==> config.mk <==
export PLATFORM = sky130hd
export DESIGN_NAME = ws2812_pulse_encoder_unit_flat
export DESIGN_NICKNAME = d
export VERILOG_FILES = /design/src/rtl/wpe_pkg.sv /design/src/rtl/wpe_if.sv /design/src/rtl/wpe_front.sv /design/src/rtl/wpe_queue.sv /design/src/rtl/wpe_back.sv /design/src/rtl/ws2812_pulse_encoder_unit.sv /design/src/flat_wrapper.sv
export SDC_FILE = /design/constraint.sdc
export NUM_CORES = 1
export LEC_CHECK = 0
export BUFFER_PORTS_ARGS = -buffer_cell sky130_fd_sc_hd__buf_2
export CAP_MARGIN = 15
export CORE_UTILIZATION = 40
export CTS_CLUSTER_SIZE = 8
export DETAILED_ROUTE_END_ITERATION = 8
export PLACE_DENSITY = 0.58
export SYNTH_ARGS = -nofsm -noshare
export SYNTH_HDL_FRONTEND = slang
export SYNTH_HIERARCHICAL = 1
export SYNTH_SLANG_ARGS = --single-unit
==> constraint.sdc <==
create_clock -name clk -period 9.5 [get_ports clk]
set_clock_uncertainty 0.2 [all_clocks]
set_input_delay 0.475 -clock clk [delete_from_list [all_inputs] [get_ports clk]]
set_output_delay 0.475 -clock clk [all_outputs]
set_load 0.02 [all_outputs]
==> src/rtl/wpe_pkg.sv <==
// Package for the one-wire LED pulse encoder: shared types, register indexes,
// pulse step positions and default settings. Depends on nothing.
package wpe_pkg;

    localparam int unsigned COLOR_W    = 8;
    localparam int unsigned PIXEL_W    = 3 * COLOR_W;
    localparam int unsigned BIT_TIME_W = 10;
    localparam int unsigned LATCH_W    = 16;
    localparam int unsigned CFG_IDX_W  = 3;
    localparam int unsigned CFG_DATA_W = 16;
    localparam int unsigned STEP_W     = 5;

    localparam int unsigned QUEUE_DEPTH = 2;

    localparam logic [BIT_TIME_W-1:0] ZERO_HIGH_RST = 10'd7;
    localparam logic [BIT_TIME_W-1:0] ZERO_LOW_RST  = 10'd34;
    localparam logic [BIT_TIME_W-1:0] ONE_HIGH_RST  = 10'd32;
    localparam logic [BIT_TIME_W-1:0] ONE_LOW_RST   = 10'd1;
    localparam logic [LATCH_W-1:0]    LATCH_RST     = 16'd3600;

    // Position of a pulse within one pixel's sequence.
    localparam logic [STEP_W-1:0] STEP_OPEN      = 5'd0;
    localparam logic [STEP_W-1:0] STEP_FIRST_BIT = 5'd1;
    localparam logic [STEP_W-1:0] STEP_LAST_BIT  = 5'd24;
    localparam logic [STEP_W-1:0] STEP_CLOSE     = 5'd25;

    typedef enum logic [CFG_IDX_W-1:0] {
        REG_ZERO_HIGH  = 3'd0,
        REG_ZERO_LOW   = 3'd1,
        REG_ONE_HIGH   = 3'd2,
        REG_ONE_LOW    = 3'd3,
        REG_LATCH      = 3'd4,
        REG_OUT_ENABLE = 3'd5
    } cfg_index_t;

    typedef struct packed {
        logic [BIT_TIME_W-1:0] zero_high;
        logic [BIT_TIME_W-1:0] zero_low;
        logic [BIT_TIME_W-1:0] one_high;
        logic [BIT_TIME_W-1:0] one_low;
        logic [LATCH_W-1:0]    latch;
        logic                  out_enable;
    } cfg_t;

    // One classified pixel as it travels from the front to the back.
    typedef struct packed {
        logic [PIXEL_W-1:0] colors;      // green, red, blue; MSB sent first
        logic               open_latch;  // latch pulse before the bits
        logic               close_latch; // latch pulse after the bits
    } job_t;

endpackage

==> src/rtl/wpe_if.sv <==
// Channel interfaces of the pulse encoder: pixel input, pulse output and
// register write port. Depends on wpe_pkg.
interface wpe_pixel_if;
    logic                           valid;
    logic                           ready;
    logic [wpe_pkg::COLOR_W-1:0]    green;
    logic [wpe_pkg::COLOR_W-1:0]    red;
    logic [wpe_pkg::COLOR_W-1:0]    blue;
    logic                           last_pixel;

    modport source (output valid, green, red, blue, last_pixel, input ready);
    modport sink (input valid, green, red, blue, last_pixel, output ready);
endinterface

interface wpe_pulse_if;
    logic                           valid;
    logic                           ready;
    logic [wpe_pkg::BIT_TIME_W-1:0] high_cycles;
    logic [wpe_pkg::LATCH_W-1:0]    low_cycles;
    logic                           is_latch;
    logic                           last;

    modport source (output valid, high_cycles, low_cycles, is_latch, last, input ready);
    modport sink (input valid, high_cycles, low_cycles, is_latch, last, output ready);
endinterface

interface wpe_cfg_if;
    logic                           valid;
    logic                           ready;
    logic [wpe_pkg::CFG_IDX_W-1:0]  index;
    logic [wpe_pkg::CFG_DATA_W-1:0] data;

    modport source (output valid, index, data, input ready);
    modport sink (input valid, index, data, output ready);
endinterface

==> src/rtl/wpe_front.sv <==
// Front end of the pulse encoder: accepts pixels, drops them while output is
// disabled, and tracks the open frame. Depends on wpe_pkg.
module wpe_front (
    input  logic                        clk,
    input  logic                        rst_n,
    input  logic                        out_enable,
    input  logic                        pix_valid,
    output logic                        pix_ready,
    input  logic [wpe_pkg::PIXEL_W-1:0] pix_colors,
    input  logic                        pix_last,
    output logic                        job_valid,
    input  logic                        job_ready,
    output wpe_pkg::job_t               job
);

    logic frame_open_reg;
    logic frame_open_next;
    logic accept;

    // While disabled every pixel is taken and thrown away.
    assign pix_ready = job_ready || !out_enable;
    assign accept    = pix_valid && pix_ready;
    assign job_valid = pix_valid && out_enable;

    assign job.colors      = pix_colors;
    assign job.open_latch  = !frame_open_reg;
    assign job.close_latch = pix_last;

    always_comb
    begin
        frame_open_next = frame_open_reg;
        if (accept && out_enable)
        begin
            frame_open_next = !pix_last;
        end
    end

    always_ff @(posedge clk or negedge rst_n)
    begin
        if (!rst_n)
        begin
            frame_open_reg <= 1'b0;
        end
        else
        begin
            frame_open_reg <= frame_open_next;
        end
    end

endmodule

==> src/rtl/wpe_queue.sv <==
// Short job queue between front and back of the pulse encoder.
// Depends on wpe_pkg.
module wpe_queue #(
    parameter int unsigned DEPTH = wpe_pkg::QUEUE_DEPTH
) (
    input  logic          clk,
    input  logic          rst_n,
    input  logic          push_valid,
    output logic          push_ready,
    input  wpe_pkg::job_t push_job,
    output logic          pop_valid,
    input  logic          pop_ready,
    output wpe_pkg::job_t pop_job
);

    localparam int unsigned PTR_W = (DEPTH > 1) ? $clog2(DEPTH) : 1;
    localparam int unsigned CNT_W = $clog2(DEPTH + 1);
    localparam logic [PTR_W-1:0] LAST_PTR = PTR_W'(DEPTH - 1);
    localparam logic [CNT_W-1:0] FULL_CNT = CNT_W'(DEPTH);

    wpe_pkg::job_t    slot_reg [DEPTH];
    logic [PTR_W-1:0] wr_ptr_reg;
    logic [PTR_W-1:0] wr_ptr_next;
    logic [PTR_W-1:0] rd_ptr_reg;
    logic [PTR_W-1:0] rd_ptr_next;
    logic [CNT_W-1:0] count_reg;
    logic [CNT_W-1:0] count_next;
    logic             push;
    logic             pop;

    assign push_ready = (count_reg != FULL_CNT);
    assign pop_valid  = (count_reg != '0);
    assign pop_job    = slot_reg[rd_ptr_reg];
    assign push       = push_valid && push_ready;
    assign pop        = pop_valid && pop_ready;

    always_comb
    begin
        wr_ptr_next = wr_ptr_reg;
        rd_ptr_next = rd_ptr_reg;
        count_next  = count_reg;
        if (push)
        begin
            wr_ptr_next = (wr_ptr_reg == LAST_PTR) ? '0 : wr_ptr_reg + 1'b1;
        end
        if (pop)
        begin
            rd_ptr_next = (rd_ptr_reg == LAST_PTR) ? '0 : rd_ptr_reg + 1'b1;
        end
        if (push && !pop)
        begin
            count_next = count_reg + 1'b1;
        end
        else if (pop && !push)
        begin
            count_next = count_reg - 1'b1;
        end
    end

    always_ff @(posedge clk or negedge rst_n)
    begin
        if (!rst_n)
        begin
            wr_ptr_reg <= '0;
            rd_ptr_reg <= '0;
            count_reg  <= '0;
        end
        else
        begin
            wr_ptr_reg <= wr_ptr_next;
            rd_ptr_reg <= rd_ptr_next;
            count_reg  <= count_next;
        end
    end

    always_ff @(posedge clk)
    begin
        if (push)
        begin
            slot_reg[wr_ptr_reg] <= push_job;
        end
    end

endmodule

==> src/rtl/wpe_back.sv <==
// Back end of the pulse encoder: turns a queued job into registered latch
// and bit pulses, one per cycle while not stalled. Depends on wpe_pkg.
module wpe_back (
    input  logic                            clk,
    input  logic                            rst_n,
    input  wpe_pkg::cfg_t                   cfg,
    input  logic                            job_valid,
    output logic                            job_ready,
    input  wpe_pkg::job_t                   job,
    output logic                            out_valid,
    input  logic                            out_ready,
    output logic [wpe_pkg::BIT_TIME_W-1:0]  out_high,
    output logic [wpe_pkg::LATCH_W-1:0]     out_low,
    output logic                            out_is_latch,
    output logic                            out_last
);

    logic                           busy_reg;
    logic                           busy_next;
    logic [wpe_pkg::STEP_W-1:0]     step_reg;
    logic [wpe_pkg::STEP_W-1:0]     step_next;
    logic [wpe_pkg::PIXEL_W-1:0]    bits_reg;
    logic [wpe_pkg::PIXEL_W-1:0]    bits_next;
    logic                           close_reg;
    logic                           close_next;

    logic                           out_valid_reg;
    logic                           out_valid_next;
    logic [wpe_pkg::BIT_TIME_W-1:0] out_high_reg;
    logic [wpe_pkg::LATCH_W-1:0]    out_low_reg;
    logic                           out_is_latch_reg;
    logic                           out_last_reg;

    logic                           advance;
    logic                           produce;
    logic                           cur_latch;
    logic                           cur_last;
    logic [wpe_pkg::BIT_TIME_W-1:0] cur_high;
    logic [wpe_pkg::LATCH_W-1:0]    cur_low;

    assign advance   = !out_valid_reg || out_ready;
    assign produce   = busy_reg && advance;
    assign job_ready = !busy_reg || (produce && cur_last);

    // Pulse at the current step.
    always_comb
    begin
        cur_latch = (step_reg == wpe_pkg::STEP_OPEN) || (step_reg == wpe_pkg::STEP_CLOSE);
        cur_last  = (step_reg == wpe_pkg::STEP_CLOSE) ||
                    ((step_reg == wpe_pkg::STEP_LAST_BIT) && !close_reg);
        if (cur_latch)
        begin
            cur_high = '0;
            cur_low  = cfg.latch;
        end
        else if (bits_reg[wpe_pkg::PIXEL_W-1])
        begin
            cur_high = cfg.one_high;
            cur_low  = wpe_pkg::LATCH_W'(cfg.one_low);
        end
        else
        begin
            cur_high = cfg.zero_high;
            cur_low  = wpe_pkg::LATCH_W'(cfg.zero_low);
        end
    end

    always_comb
    begin
        busy_next  = busy_reg;
        step_next  = step_reg;
        bits_next  = bits_reg;
        close_next = close_reg;
        if (job_valid && job_ready)
        begin
            busy_next  = 1'b1;
            step_next  = job.open_latch ? wpe_pkg::STEP_OPEN : wpe_pkg::STEP_FIRST_BIT;
            bits_next  = job.colors;
            close_next = job.close_latch;
        end
        else if (produce && cur_last)
        begin
            busy_next = 1'b0;
        end
        else if (produce)
        begin
            step_next = step_reg + 1'b1;
            if (!cur_latch)
            begin
                bits_next = {bits_reg[wpe_pkg::PIXEL_W-2:0], 1'b0};
            end
        end
    end

    always_comb
    begin
        out_valid_next = out_valid_reg;
        if (advance)
        begin
            out_valid_next = produce;
        end
    end

    always_ff @(posedge clk or negedge rst_n)
    begin
        if (!rst_n)
        begin
            busy_reg      <= 1'b0;
            out_valid_reg <= 1'b0;
        end
        else
        begin
            busy_reg      <= busy_next;
            out_valid_reg <= out_valid_next;
        end
    end

    always_ff @(posedge clk)
    begin
        step_reg  <= step_next;
        bits_reg  <= bits_next;
        close_reg <= close_next;
        if (produce)
        begin
            out_high_reg     <= cur_high;
            out_low_reg      <= cur_low;
            out_is_latch_reg <= cur_latch;
            out_last_reg     <= cur_last;
        end
    end

    assign out_valid    = out_valid_reg;
    assign out_high     = out_high_reg;
    assign out_low      = out_low_reg;
    assign out_is_latch = out_is_latch_reg;
    assign out_last     = out_last_reg;

endmodule

==> src/rtl/ws2812_pulse_encoder_unit.sv <==
// Top level of the one-wire LED pulse encoder: register file, front end,
// job queue and pulse back end. Depends on wpe_pkg, wpe_if and the wpe_ modules.
//
//   Channel | Direction | Payload                                    | Transaction
//   --------+-----------+--------------------------------------------+----------------------
//   pixel   | in        | green, red, blue, last_pixel               | one pixel
//   pulse   | out       | high_cycles, low_cycles, is_latch, last    | one pulse descriptor
//   cfg     | in        | index, data                                | one register write
//
// A pixel becomes 24 bit pulses, plus a latch pulse in front when no frame is open
// and one behind when last_pixel is set. The back end sends one pulse per cycle
// while the pulse port is not stalled, with no gap between queued pixels.
// Reset (rst_n, asynchronous) empties the queue and the output register, closes
// the frame and loads the default timings with output disabled. A pulse stall holds
// the output register, the queue fills and the pixel port stalls in turn.
module ws2812_pulse_encoder_unit #(
    parameter int unsigned QUEUE_DEPTH = wpe_pkg::QUEUE_DEPTH
) (
    input  logic              clk,
    input  logic              rst_n,
    wpe_pixel_if.sink         pixel,
    wpe_pulse_if.source       pulse,
    wpe_cfg_if.sink           cfg
);

    // Configuration registers. Writes are always taken; an index past the
    // register list is ignored. The data word is cut to each register's width.
    // While output is disabled, the front end takes pixels and drops them.
    wpe_pkg::cfg_t cfg_reg;
    wpe_pkg::cfg_t cfg_next;

    assign cfg.ready = 1'b1;

    always_comb
    begin
        cfg_next = cfg_reg;
        if (cfg.valid)
        begin
            case (wpe_pkg::cfg_index_t'(cfg.index))
                wpe_pkg::REG_ZERO_HIGH:  cfg_next.zero_high  = cfg.data[wpe_pkg::BIT_TIME_W-1:0];
                wpe_pkg::REG_ZERO_LOW:   cfg_next.zero_low   = cfg.data[wpe_pkg::BIT_TIME_W-1:0];
                wpe_pkg::REG_ONE_HIGH:   cfg_next.one_high   = cfg.data[wpe_pkg::BIT_TIME_W-1:0];
                wpe_pkg::REG_ONE_LOW:    cfg_next.one_low    = cfg.data[wpe_pkg::BIT_TIME_W-1:0];
                wpe_pkg::REG_LATCH:      cfg_next.latch      = cfg.data[wpe_pkg::LATCH_W-1:0];
                wpe_pkg::REG_OUT_ENABLE: cfg_next.out_enable = cfg.data[0];
                default:                 cfg_next = cfg_reg;
            endcase
        end
    end

    always_ff @(posedge clk or negedge rst_n)
    begin
        if (!rst_n)
        begin
            cfg_reg.zero_high  <= wpe_pkg::ZERO_HIGH_RST;
            cfg_reg.zero_low   <= wpe_pkg::ZERO_LOW_RST;
            cfg_reg.one_high   <= wpe_pkg::ONE_HIGH_RST;
            cfg_reg.one_low    <= wpe_pkg::ONE_LOW_RST;
            cfg_reg.latch      <= wpe_pkg::LATCH_RST;
            cfg_reg.out_enable <= 1'b0;
        end
        else
        begin
            cfg_reg <= cfg_next;
        end
    end

    // Front end to queue.
    logic          front_valid;
    logic          front_ready;
    wpe_pkg::job_t front_job;

    // Queue to back end.
    logic          back_valid;
    logic          back_ready;
    wpe_pkg::job_t back_job;

    wpe_front u_front (
        .clk        (clk),
        .rst_n      (rst_n),
        .out_enable (cfg_reg.out_enable),
        .pix_valid  (pixel.valid),
        .pix_ready  (pixel.ready),
        .pix_colors ({pixel.green, pixel.red, pixel.blue}),
        .pix_last   (pixel.last_pixel),
        .job_valid  (front_valid),
        .job_ready  (front_ready),
        .job        (front_job)
    );

    wpe_queue #(
        .DEPTH (QUEUE_DEPTH)
    ) u_queue (
        .clk        (clk),
        .rst_n      (rst_n),
        .push_valid (front_valid),
        .push_ready (front_ready),
        .push_job   (front_job),
        .pop_valid  (back_valid),
        .pop_ready  (back_ready),
        .pop_job    (back_job)
    );

    wpe_back u_back (
        .clk          (clk),
        .rst_n        (rst_n),
        .cfg          (cfg_reg),
        .job_valid    (back_valid),
        .job_ready    (back_ready),
        .job          (back_job),
        .out_valid    (pulse.valid),
        .out_ready    (pulse.ready),
        .out_high     (pulse.high_cycles),
        .out_low      (pulse.low_cycles),
        .out_is_latch (pulse.is_latch),
        .out_last     (pulse.last)
    );

endmodule
==> src/flat_wrapper.sv <==
// flat-port wrapper written by rule: the top's interface ports become plain ports
module ws2812_pulse_encoder_unit_flat 
#(
    parameter int unsigned QUEUE_DEPTH = wpe_pkg::QUEUE_DEPTH
)
  (clk, rst_n, pixel_valid, pixel_green, pixel_red, pixel_blue, pixel_last_pixel, pixel_ready, pulse_valid, pulse_high_cycles, pulse_low_cycles, pulse_is_latch, pulse_last, pulse_ready, cfg_valid, cfg_index, cfg_data, cfg_ready);
  wpe_pixel_if pixel_i ();
  wpe_pulse_if pulse_i ();
  wpe_cfg_if cfg_i ();
  input  logic clk;
  input  logic rst_n;
  input wire logic [$bits(pixel_i.valid)-1:0] pixel_valid;
  input wire logic [$bits(pixel_i.green)-1:0] pixel_green;
  input wire logic [$bits(pixel_i.red)-1:0] pixel_red;
  input wire logic [$bits(pixel_i.blue)-1:0] pixel_blue;
  input wire logic [$bits(pixel_i.last_pixel)-1:0] pixel_last_pixel;
  output wire logic [$bits(pixel_i.ready)-1:0] pixel_ready;
  output wire logic [$bits(pulse_i.valid)-1:0] pulse_valid;
  output wire logic [$bits(pulse_i.high_cycles)-1:0] pulse_high_cycles;
  output wire logic [$bits(pulse_i.low_cycles)-1:0] pulse_low_cycles;
  output wire logic [$bits(pulse_i.is_latch)-1:0] pulse_is_latch;
  output wire logic [$bits(pulse_i.last)-1:0] pulse_last;
  input wire logic [$bits(pulse_i.ready)-1:0] pulse_ready;
  input wire logic [$bits(cfg_i.valid)-1:0] cfg_valid;
  input wire logic [$bits(cfg_i.index)-1:0] cfg_index;
  input wire logic [$bits(cfg_i.data)-1:0] cfg_data;
  output wire logic [$bits(cfg_i.ready)-1:0] cfg_ready;
  assign pixel_i.valid = pixel_valid;
  assign pixel_i.green = pixel_green;
  assign pixel_i.red = pixel_red;
  assign pixel_i.blue = pixel_blue;
  assign pixel_i.last_pixel = pixel_last_pixel;
  assign pixel_ready = pixel_i.ready;
  assign pulse_valid = pulse_i.valid;
  assign pulse_high_cycles = pulse_i.high_cycles;
  assign pulse_low_cycles = pulse_i.low_cycles;
  assign pulse_is_latch = pulse_i.is_latch;
  assign pulse_last = pulse_i.last;
  assign pulse_i.ready = pulse_ready;
  assign cfg_i.valid = cfg_valid;
  assign cfg_i.index = cfg_index;
  assign cfg_i.data = cfg_data;
  assign cfg_ready = cfg_i.ready;
  ws2812_pulse_encoder_unit #(.QUEUE_DEPTH(QUEUE_DEPTH)) u_core (.clk(clk), .rst_n(rst_n), .pixel(pixel_i), .pulse(pulse_i), .cfg(cfg_i));
endmodule
==> flow_summary.json, run 1 <==
{
  "status": "complete, no violations",
  "place_area_mm2": 0.00777,
  "synth_cells": 441,
  "required_ns": 9.42,
  "clockBufferDepth": 2,
  "timing.final.crit_share": 0.299,
  "yosysSeqAreaShare": 0.665,
  "synthToLayoutAreaGrowth_pct": 13.3,
  "hold-worst-slack_ns": 0.0261,
  "core_mm2": 0.0180,
  "end_kind": "flop",
  "largest_reg_flops": 57,
  "crit_arrival_ns": 2.77,
  "cts_setup_buffers": 0,
  "p_comb_frac": 0.223,
  "dp_hpwl_um": 7810,
  "diodes": 0,
  "grt_pass1_vias": 3736,
  "dp_slack_ns": 6.46,
  "io_pins": 80,
  "via_per_inst": 4.82,
  "setup_viol": 0,
  "nets": 556,
  "cts.sink_count": 174,
  "final_area_mm2": 0.00837,
  "route.detailed.drc": 0,
  "die_area_mm2": 0.0190,
  "final_common_cell": "edfxtp_1",
  "synth_compound_area_frac": 0.0166,
  "die_h_um": 138,
  "htreeDepth": 4,
  "cts_hold_buf": 0,
  "intPower_mw": 1.68,
  "synth_top_area_cell": "edfxtp_1",
  "yosys_most_used_dff": "edfxtp_1",
  "start_util": 0.410,
  "worst_slack_ns": 6.66,
  "hold_class": "in -> async",
  "yosysWarnings": 6,
  "final_cell_mix": "edfxtp_1 (110), buf_2 (78), mux2_2 (76)",
  "drtIter0Drc": 175,
  "fin_crit_ns": 2.84,
  "synthMuxAreaShare": 0.205,
  "power.leakage_nw": 3.36,
  "maxSlewHeadroom": 0.253,
  "fmax_mhz": 352,
  "clk_latency_ns": 0.42,
  "p_sw_frac": 0.272,
  "cts-resized-gates": 0,
  "synth-adder-area-share": 0.00677,
  "via_count": 3594,
  "worst_slew_pin_slew_ns": 1.12,
  "drtAntennaViolNets": 0,
  "crit_fanout": 31,
  "synthesis.nets": 494,
  "synth_cell_types": 39,
  "async_flop_share": 0.368,
  "criticalPathCategory": "reg -> reg",
  "first_pass_iters": 6,
  "wire_per_inst_um": 16.4,
  "start_kind": "flop",
  "syn-cell-area_mm2": 0.00739,
  "synth-simple-area-share": 0.0435,
  "antenna_found_initial": 1,
  "p_switching_uw": 630,
  "clock-root-buffer": "clkbuf_16",
  "synthXorXnorAreaFrac": 0.00948,
  "vdd_ir_drop_max_mv": 0.164,
  "sequentialPowerShare": 0.480,
  "synth-seq-cells": 174,
  "synth_area_leaders": "edfxtp_1 (45%), dfrtp_1 (18%), mux2_2 (12%)",
  "die_x_um": 138,
  "grt_pass1_wl_um": 19100,
  "cts_buffers": 17,
  "synth_top_family_by_area": "multiplexers",
  "synth_top_area_share": 0.447,
  "gp_congestion": 0.699,
  "drive_gt1_frac": 0.469,
  "rsz0062_at_grt": "no",
  "maxSlewViolCount": 0,
  "pwr-share-clk": 0.297,
  "hold_viol": 0,
  "grt_max_degree": 65,
  "numPortBuffers": 78,
  "overflow": 0,
  "power_mw": 2.31,
  "num_rows": 49,
  "synth_edf_count": 110,
  "wl_um": 12200,
  "clk_pin_slew_ns": 0.07,
  "powerDensity_mw_per_mm2": 276,
  "drv_cap": 0,
  "grt_usage": 0.137,
  "cts_tree": "built",
  "setup_tns_ns": 0,
  "syn_avg_cell_area_um2": 16.8
}
## power groups by stage
stage,clock [mW],sequential [mW],combinational (mW)
after floorplan,0,1.15,0.383
after global placement,0,1.12,0.506
after detailed placement,0,1.13,0.519
after CTS,0.707,1.11,0.521
after global routing,0.737,1.13,0.563
final,0.688,1.11,0.516
## cells by family (layout without fill, tap and decap cells)
logic type	Yosys count	after routing
AOI/OAI and AO/OA	19	19
xor gates and xnor gates	8	8
adders and majority gates	4	4
buffers and inverters	50	125
DFF	174	174
muxes	127	127
other	1	1
and+or+nand+nor	58	58
## synthesized netlist by cell type, types with 3 or more instances
master / instances
a31oi_1: 3
and2_1: 8
mux2i_1: 21
mux2_4: 29
buf_4: 28
edfxtp_1: 110
ha_1: 4
inv_1: 6
xor2_1: 4
buf_12: 3
nand2_1: 14
mux2_2: 76
buf_2: 5
dfstp_2: 11
xnor2_1: 4
buf_6: 6
nor2_1: 15
dfrtp_1: 53
nand3_1: 3
nand2b_1: 4
o21ai_0: 11
## critical path, cell delays in order (launching register included)
cell      delay, ns
edfxtp_1       0.45
inv_1          0.09
ha_1           0.14
nor2b_1        0.19
o211ai_2       0.14
a21boi_4       0.75
o21bai_2       0.33
buf_8          0.24
## layer usage
metal | wire (um) | up-vias | part of all wire | GRT usage
li1 | - | 1701 | - | -
met1 | 5430 | 1813 | 0.45 | 0.171
met2 | 5980 | 67 | 0.49 | 0.221
met3 | 610 | 13 | 0.050 | 0.0417
met4 | 169 | 0 | 0.014 | 0.0586
met5 | 0 | - | 0 | 0
## path summary, 6_finish.rpt
kind / startpoint / to / slack [ns] / cells after the start
setup / recovery: u_core/u_back/step_reg[0]$_DFFE_PP_ / u_core/u_back/bits_reg[4]$_DFFE_PP_ / 6.66 / 7
max in group asynchronous: rst_n / u_core/cfg_reg[25]$_DFFE_PN0P_ / 8.53 / 2
min in group clk: pixel_green[5] / u_core/u_queue/slot_reg[1][23]$_DFFE_PP_ / 0.04 / 1
hold reg to reg: u_core/u_queue/count_reg[1]$_DFFE_PN0P_ / u_core/u_queue/count_reg[1]$_DFFE_PN0P_ / 0.29 / 1
setup reg to reg: u_core/u_back/step_reg[0]$_DFFE_PP_ / u_core/u_back/bits_reg[4]$_DFFE_PP_ / 6.66 / 7
hold / removal: rst_n / u_core/cfg_reg[7]$_DFFE_PN0P_ / 0.03 / 2
## through the flow
| stage | util | cells |
|---|---|---|
| floorplan | - | 441 |
| global placement | 0.431 | 712 |
| detailed placement | 0.431 | 712 |
| CTS | 0.464 | 744 |
| global route | 0.465 | 745 |
| finish | 0.465 | 745 |
## layout make-up
type	count	area, um2
fillers	1601	9650
clock inverters	14	155
inverters	6	22.5
flip-flops and latches	174	4920
well taps	229	287
multi-input cells	217	2100
repair buffers	87	465
clock buffers	18	429
(Power assumes the default switching activity.)
==> run 2: changes to the inputs <==
- clock period: 9.5 -> 2.8 ns (I/O delays scaled with it)
==> run 2 against run 1 <==
Compared with the run above:
- die area unchanged
- first-iteration DRC count decreased by 11%
- maximum frequency up 19%
- largest cell class unchanged
==> flow_summary.json, run 2 (synthesis results as in run 1) <==
{
  "status": "complete, no violations",
  "cts_hold_buf": 48,
  "route.detailed.drc": 0,
  "cts_buffers": 17,
  "vdd_ir_drop_max_mv": 0.603,
  "setup_viol": 0,
  "grt_use_met3": 0.0431,
  "grt_pass1_vias": 3883,
  "final_core_util": 0.491,
  "drtIter0Drc": 155,
  "maxSlewViolCount": 0,
  "antenna_found_initial": 0,
  "clockBufferDepth": 2,
  "end_kind": "flop",
  "worst_slew_pin_slew_ns": 0.770,
  "clk_latency_ns": 0.42,
  "grt_max_degree": 29,
  "num_rows": 49,
  "grt_usage": 0.144,
  "synthToLayoutAreaGrowth_pct": 19.8,
  "core_mm2": 0.0180,
  "drv_cap": 0,
  "required_ns": 2.77,
  "cts_tree": "built",
  "drtAntennaViolNets": 0,
  "via_per_inst": 4.74,
  "power.leakage_nw": 3.56,
  "cts_setup_buffers": 0,
  "wl_um": 12400,
  "diodes": 0,
  "wire_per_inst_um": 15.5,
  "r2r-start": "u_core/u_back/step_reg[0]$_DFFE_PP_",
  "die_area_mm2": 0.0190,
  "clock-root-buffer": "clkbuf_16",
  "overflow": 0,
  "hold_viol": 0,
  "use_met1": 0.190,
  "numPortBuffers": 78,
  "htreeDepth": 4,
  "timing.final.crit_share": 0.851,
  "criticalPathCategory": "reg -> reg",
  "die_x_um": 138,
  "cts-resized-gates": 0,
  "die_h_um": 138,
  "powerDensity_mw_per_mm2": 873,
  "fin_crit_ns": 2.38,
  "nets": 611,
  "io_pins": 80,
  "start_util": 0.410,
  "crit_fanout": 25,
  "final_cell_mix": "edfxtp_1 (110), buf_2 (78), mux2_2 (76)",
  "final_common_cell": "edfxtp_1",
  "setup_tns_ns": 0,
  "drive_gt1_frac": 0.434,
  "start_kind": "flop",
  "rsz0062_at_grt": "no",
  "cts.sink_count": 174,
  "via_count": 3793,
  "grt_pass1_wl_um": 20100,
  "dp_hpwl_um": 7850,
  "hold_class": "in -> async",
  "fmax_mhz": 420,
  "first_pass_iters": 4,
  "crit_path_start": "u_core/u_back/step_reg[0]$_DFFE_PP_",
  "grt.busiest_layer": "met2",
  "clk_pin_slew_ns": 0.07,
  "crit_arrival_ns": 2.35,
  "maxSlewHeadroom": 0.484,
  "grt_use_met2": 0.226,
  "gp_congestion": 0.744,
  "largest_reg_flops": 57
}
==> run 2: report_power, final <==
group	internal (mW)	total (mW)	switching, mW
Clock	1.15	2.16	1.01
Combinational	0.915	1.81	0.893
Sequential	3.52	3.76	0.242
==> run 2: metal layers <==
metal,share of wire,vias to the layer above
li1,-,1818
met1,0.47,1900
met2,0.47,64
met3,0.042,11
met4,0.012,0
met5,0,-
==> run 2: area by class of cell <==
class / instances / area [um2]
sequential: 174 / 4920
tap: 229 / 287
inverter: 6 / 22.5
timing repair buffer: 142 / 991
clock inverter: 15 / 114
multi-input combinational: 217 / 2100
fill: 1574 / 9170
clock buffer: 17 / 425
==> run 2: final timing paths <==
check / end / slack (ns) / cells after the start
max: u_core/u_back/bits_reg[23]$_DFFE_PP_ / 0.42 / 7
min: u_core/u_front/frame_open_reg$_DFFE_PN0P_ / 0.03 / 2
max reg2reg: u_core/u_back/bits_reg[23]$_DFFE_PP_ / 0.42 / 7
min reg2reg: u_core/u_queue/count_reg[1]$_DFFE_PN0P_ / 0.29 / 1
max in group asynchronous: u_core/cfg_reg[47]$_DFFE_PN1P_ / 1.61 / 3
min in group clk: u_core/u_queue/slot_reg[1][12]$_DFFE_PP_ / 0.24 / 2
==> run 2: worst max-delay path, cell delays in order, from the launching register on <==
cell and delay, ns:
edfxtp_1 0.45, inv_1 0.09, ha_1 0.14, nor2b_1 0.18
o211ai_2 0.13, a21boi_4 0.21, buf_4 0.34, mux2_2 0.38
==> run 2: through the flow <==
| stage | worst slack, ns | power (mW) | std cells | area, um2 | hold slack [ns] |
|---|---|---|---|---|---|
| floorplan | 0.0138 | 5.19 | 441 | 7400 | -0.356 |
| global placement | 0.470 | 5.53 | 720 | 7840 | -0.0610 |
| detailed placement | 0.405 | 5.60 | 720 | 7840 | -0.0613 |
| CTS | 0.406 | 7.84 | 800 | 8850 | 0.0225 |
| global route | 0.269 | 8.17 | 800 | 8850 | 0.0640 |
| finish | 0.416 | 7.73 | 800 | 8850 | 0.0263 |
==> run 3: changes to the inputs <==
- BUFFER_PORTS_ARGS: -buffer_cell sky130_fd_sc_hd__buf_2 -> not set
- DONT_BUFFER_PORTS: not set -> 1
- PLACE_DENSITY: 0.58 -> 0.54
- SKIP_LAST_GASP: not set -> 1
==> run 3 against run 2 <==
Compared with the run above:
- sequential share of layout area grew 2.3 points
- design area shrank 4.0%
- wire length shrank 1.2%
- core utilization shrank 1.9 points
==> flow_summary.json, run 3 (synthesis results as in run 1) <==
{
  "r2r_setup_slack_ns": 0.29,
  "clk_pin_slew_ns": 0.06,
  "route.detailed.drc": 0,
  "grt_use_met3": 0.0446,
  "grt_pass1_wl_um": 19500,
  "gp_congestion": 0.708,
  "cts_tree": "built",
  "num_rows": 49,
  "hold_class": "in -> async",
  "fmax_mhz": 399,
  "crit_arrival_ns": 2.48,
  "sequentialPowerShare": 0.505,
  "rsz0062_at_grt": "no",
  "first_pass_iters": 6,
  "drive_gt1_frac": 0.339,
  "place_area_mm2": 0.00740,
  "core_mm2": 0.0180,
  "htreeDepth": 4,
  "grt.busiest_layer": "met2",
  "powerDensity_mw_per_mm2": 912,
  "io_pins": 80,
  "timing.final.crit_share": 0.896,
  "required_ns": 2.77,
  "dp_hpwl_um": 7310,
  "maxSlewViolCount": 0,
  "clock-root-buffer": "clkbuf_16",
  "drtIter0Drc": 162,
  "p_sw_frac": 0.269,
  "p_switching_mw": 2.08,
  "r2r_cells": 7,
  "fin_crit_ns": 2.51,
  "cts.sink_count": 174,
  "via_count": 3486,
  "maxSlewHeadroom": 0.510,
  "diodes": 0,
  "use_met1": 0.159,
  "clockBufferDepth": 2,
  "setup_tns_ns": 0,
  "r2r-start": "u_core/u_back/step_reg[0]$_DFFE_PP_",
  "clk_latency_ns": 0.42,
  "drv_cap": 0,
  "die_area_mm2": 0.0190,
  "final_common_cell": "edfxtp_1",
  "grt_pass1_vias": 3773,
  "p_comb_frac": 0.198,
  "final_area_mm2": 0.00850,
  "antenna_found_initial": 0,
  "end_kind": "flop",
  "setup_viol": 0,
  "hold_viol": 0,
  "die_x_um": 138,
  "largest_reg_flops": 57,
  "cts-resized-gates": 0,
  "numPortBuffers": 0,
  "wire_per_inst_um": 17.1,
  "criticalPathCategory": "reg -> reg",
  "start_util": 0.410,
  "status": "complete, no violations",
  "vdd_ir_drop_max_mv": 0.652,
  "pwr-share-clk": 0.296,
  "final_cell_mix": "edfxtp_1 (110), mux2_2 (76), dfrtp_1 (53)",
  "power.leakage_nw": 3.26,
  "synthToLayoutAreaGrowth_pct": 15.0,
  "reg2reg_to": "u_core/u_back/bits_reg[6]$_DFFE_PP_",
  "cts_buffers": 17,
  "grt_usage": 0.141,
  "overflow": 0,
  "intPower_mw": 5.67,
  "crit_fanout": 24,
  "start_kind": "flop",
  "die_h_um": 138,
  "worst_slew_pin_slew_ns": 0.731,
  "wl_um": 12300,
  "nets": 530,
  "via_per_inst": 4.85,
  "drtAntennaViolNets": 0,
  "grt_use_met2": 0.249,
  "grt_max_degree": 65
}
[run 3: per-layer routing]
metal,up-vias,part of all wire,wire length [um]
li1,1651,-,-
met1,1754,0.43,5290
met2,69,0.51,6300
met3,12,0.044,539
met4,0,0.012,146
met5,-,0,0
[run 3: how the worst max path moves through the flow]
stage	from	endpoint	slack [ns]	depth (start not counted)
global placement	u_core/u_back/step_reg[0]$_DFFE_PP_	u_core/u_back/bits_reg[5]$_DFFE_PP_	0.18	6
global route	u_core/u_back/step_reg[0]$_DFFE_PP_	u_core/u_back/bits_reg[8]$_DFFE_PP_	0.15	7
CTS	u_core/u_back/step_reg[0]$_DFFE_PP_	u_core/u_back/bits_reg[7]$_DFFE_PP_	0.04	6
detailed placement	u_core/u_back/step_reg[0]$_DFFE_PP_	u_core/u_back/bits_reg[6]$_DFFE_PP_	0.03	6
floorplan	u_core/u_back/out_valid$_DFFE_PN0N_	u_core/u_back/bits_reg[0]$_SDFFCE_PP0P_	0.01	4
finish	u_core/u_back/step_reg[0]$_DFFE_PP_	u_core/u_back/bits_reg[6]$_DFFE_PP_	0.29	7
[run 3: what timing repair did]
action,in CTS,in global routing
hold endpoints to repair,180,0
hold buffers,50,0
setup buffers,0,0
setup endpoints to repair,0,0
[run 3: critical path, stage by stage, from the launching register on]
cell	delay [ns]
edfxtp_1	0.45
inv_1	0.09
ha_1	0.15
nor2b_1	0.20
o211ai_2	0.14
a21boi_4	0.29
buf_4	0.35
mux2_2	0.38
[run 3: layout make-up]
type | instances | area, um2
clock inverters | 13 | 139
fillers | 1566 | 9520
repair buffers | 61 | 608
clock buffers | 19 | 433
well taps | 229 | 287
inverters | 6 | 22.5
multi-input cells | 217 | 2100
flip-flops and latches | 174 | 4920
[run 3: stage by stage]
| step | total power, mW | hold slack [ns] | util | worst slack (ns) | instances |
|---|---|---|---|---|---|
| after CTS | 7.87 | 0.0864 | 0.471 | 0.0396 | 718 |
| after global placement | 5.38 | -0.354 | 0.411 | 0.184 | 636 |
| after floorplan | 5.19 | -0.356 | - | 0.0138 | 441 |
| final | 7.75 | 0.0594 | 0.472 | 0.291 | 719 |
| after global routing | 8.16 | 0.0978 | 0.472 | 0.153 | 719 |
| after detailed placement | 5.44 | -0.353 | 0.411 | 0.0323 | 636 |
[run 3: power groups by stage]
| stage | clock network (mW) | registers, mW | logic [mW] |
|---|---|---|---|
| after CTS | 2.38 | 3.93 | 1.56 |
| after floorplan | 0 | 3.89 | 1.30 |
| final | 2.30 | 3.92 | 1.54 |
| after global placement | 0 | 3.96 | 1.43 |
| after global routing | 2.47 | 4.00 | 1.69 |
| after detailed placement | 0 | 3.98 | 1.47 |
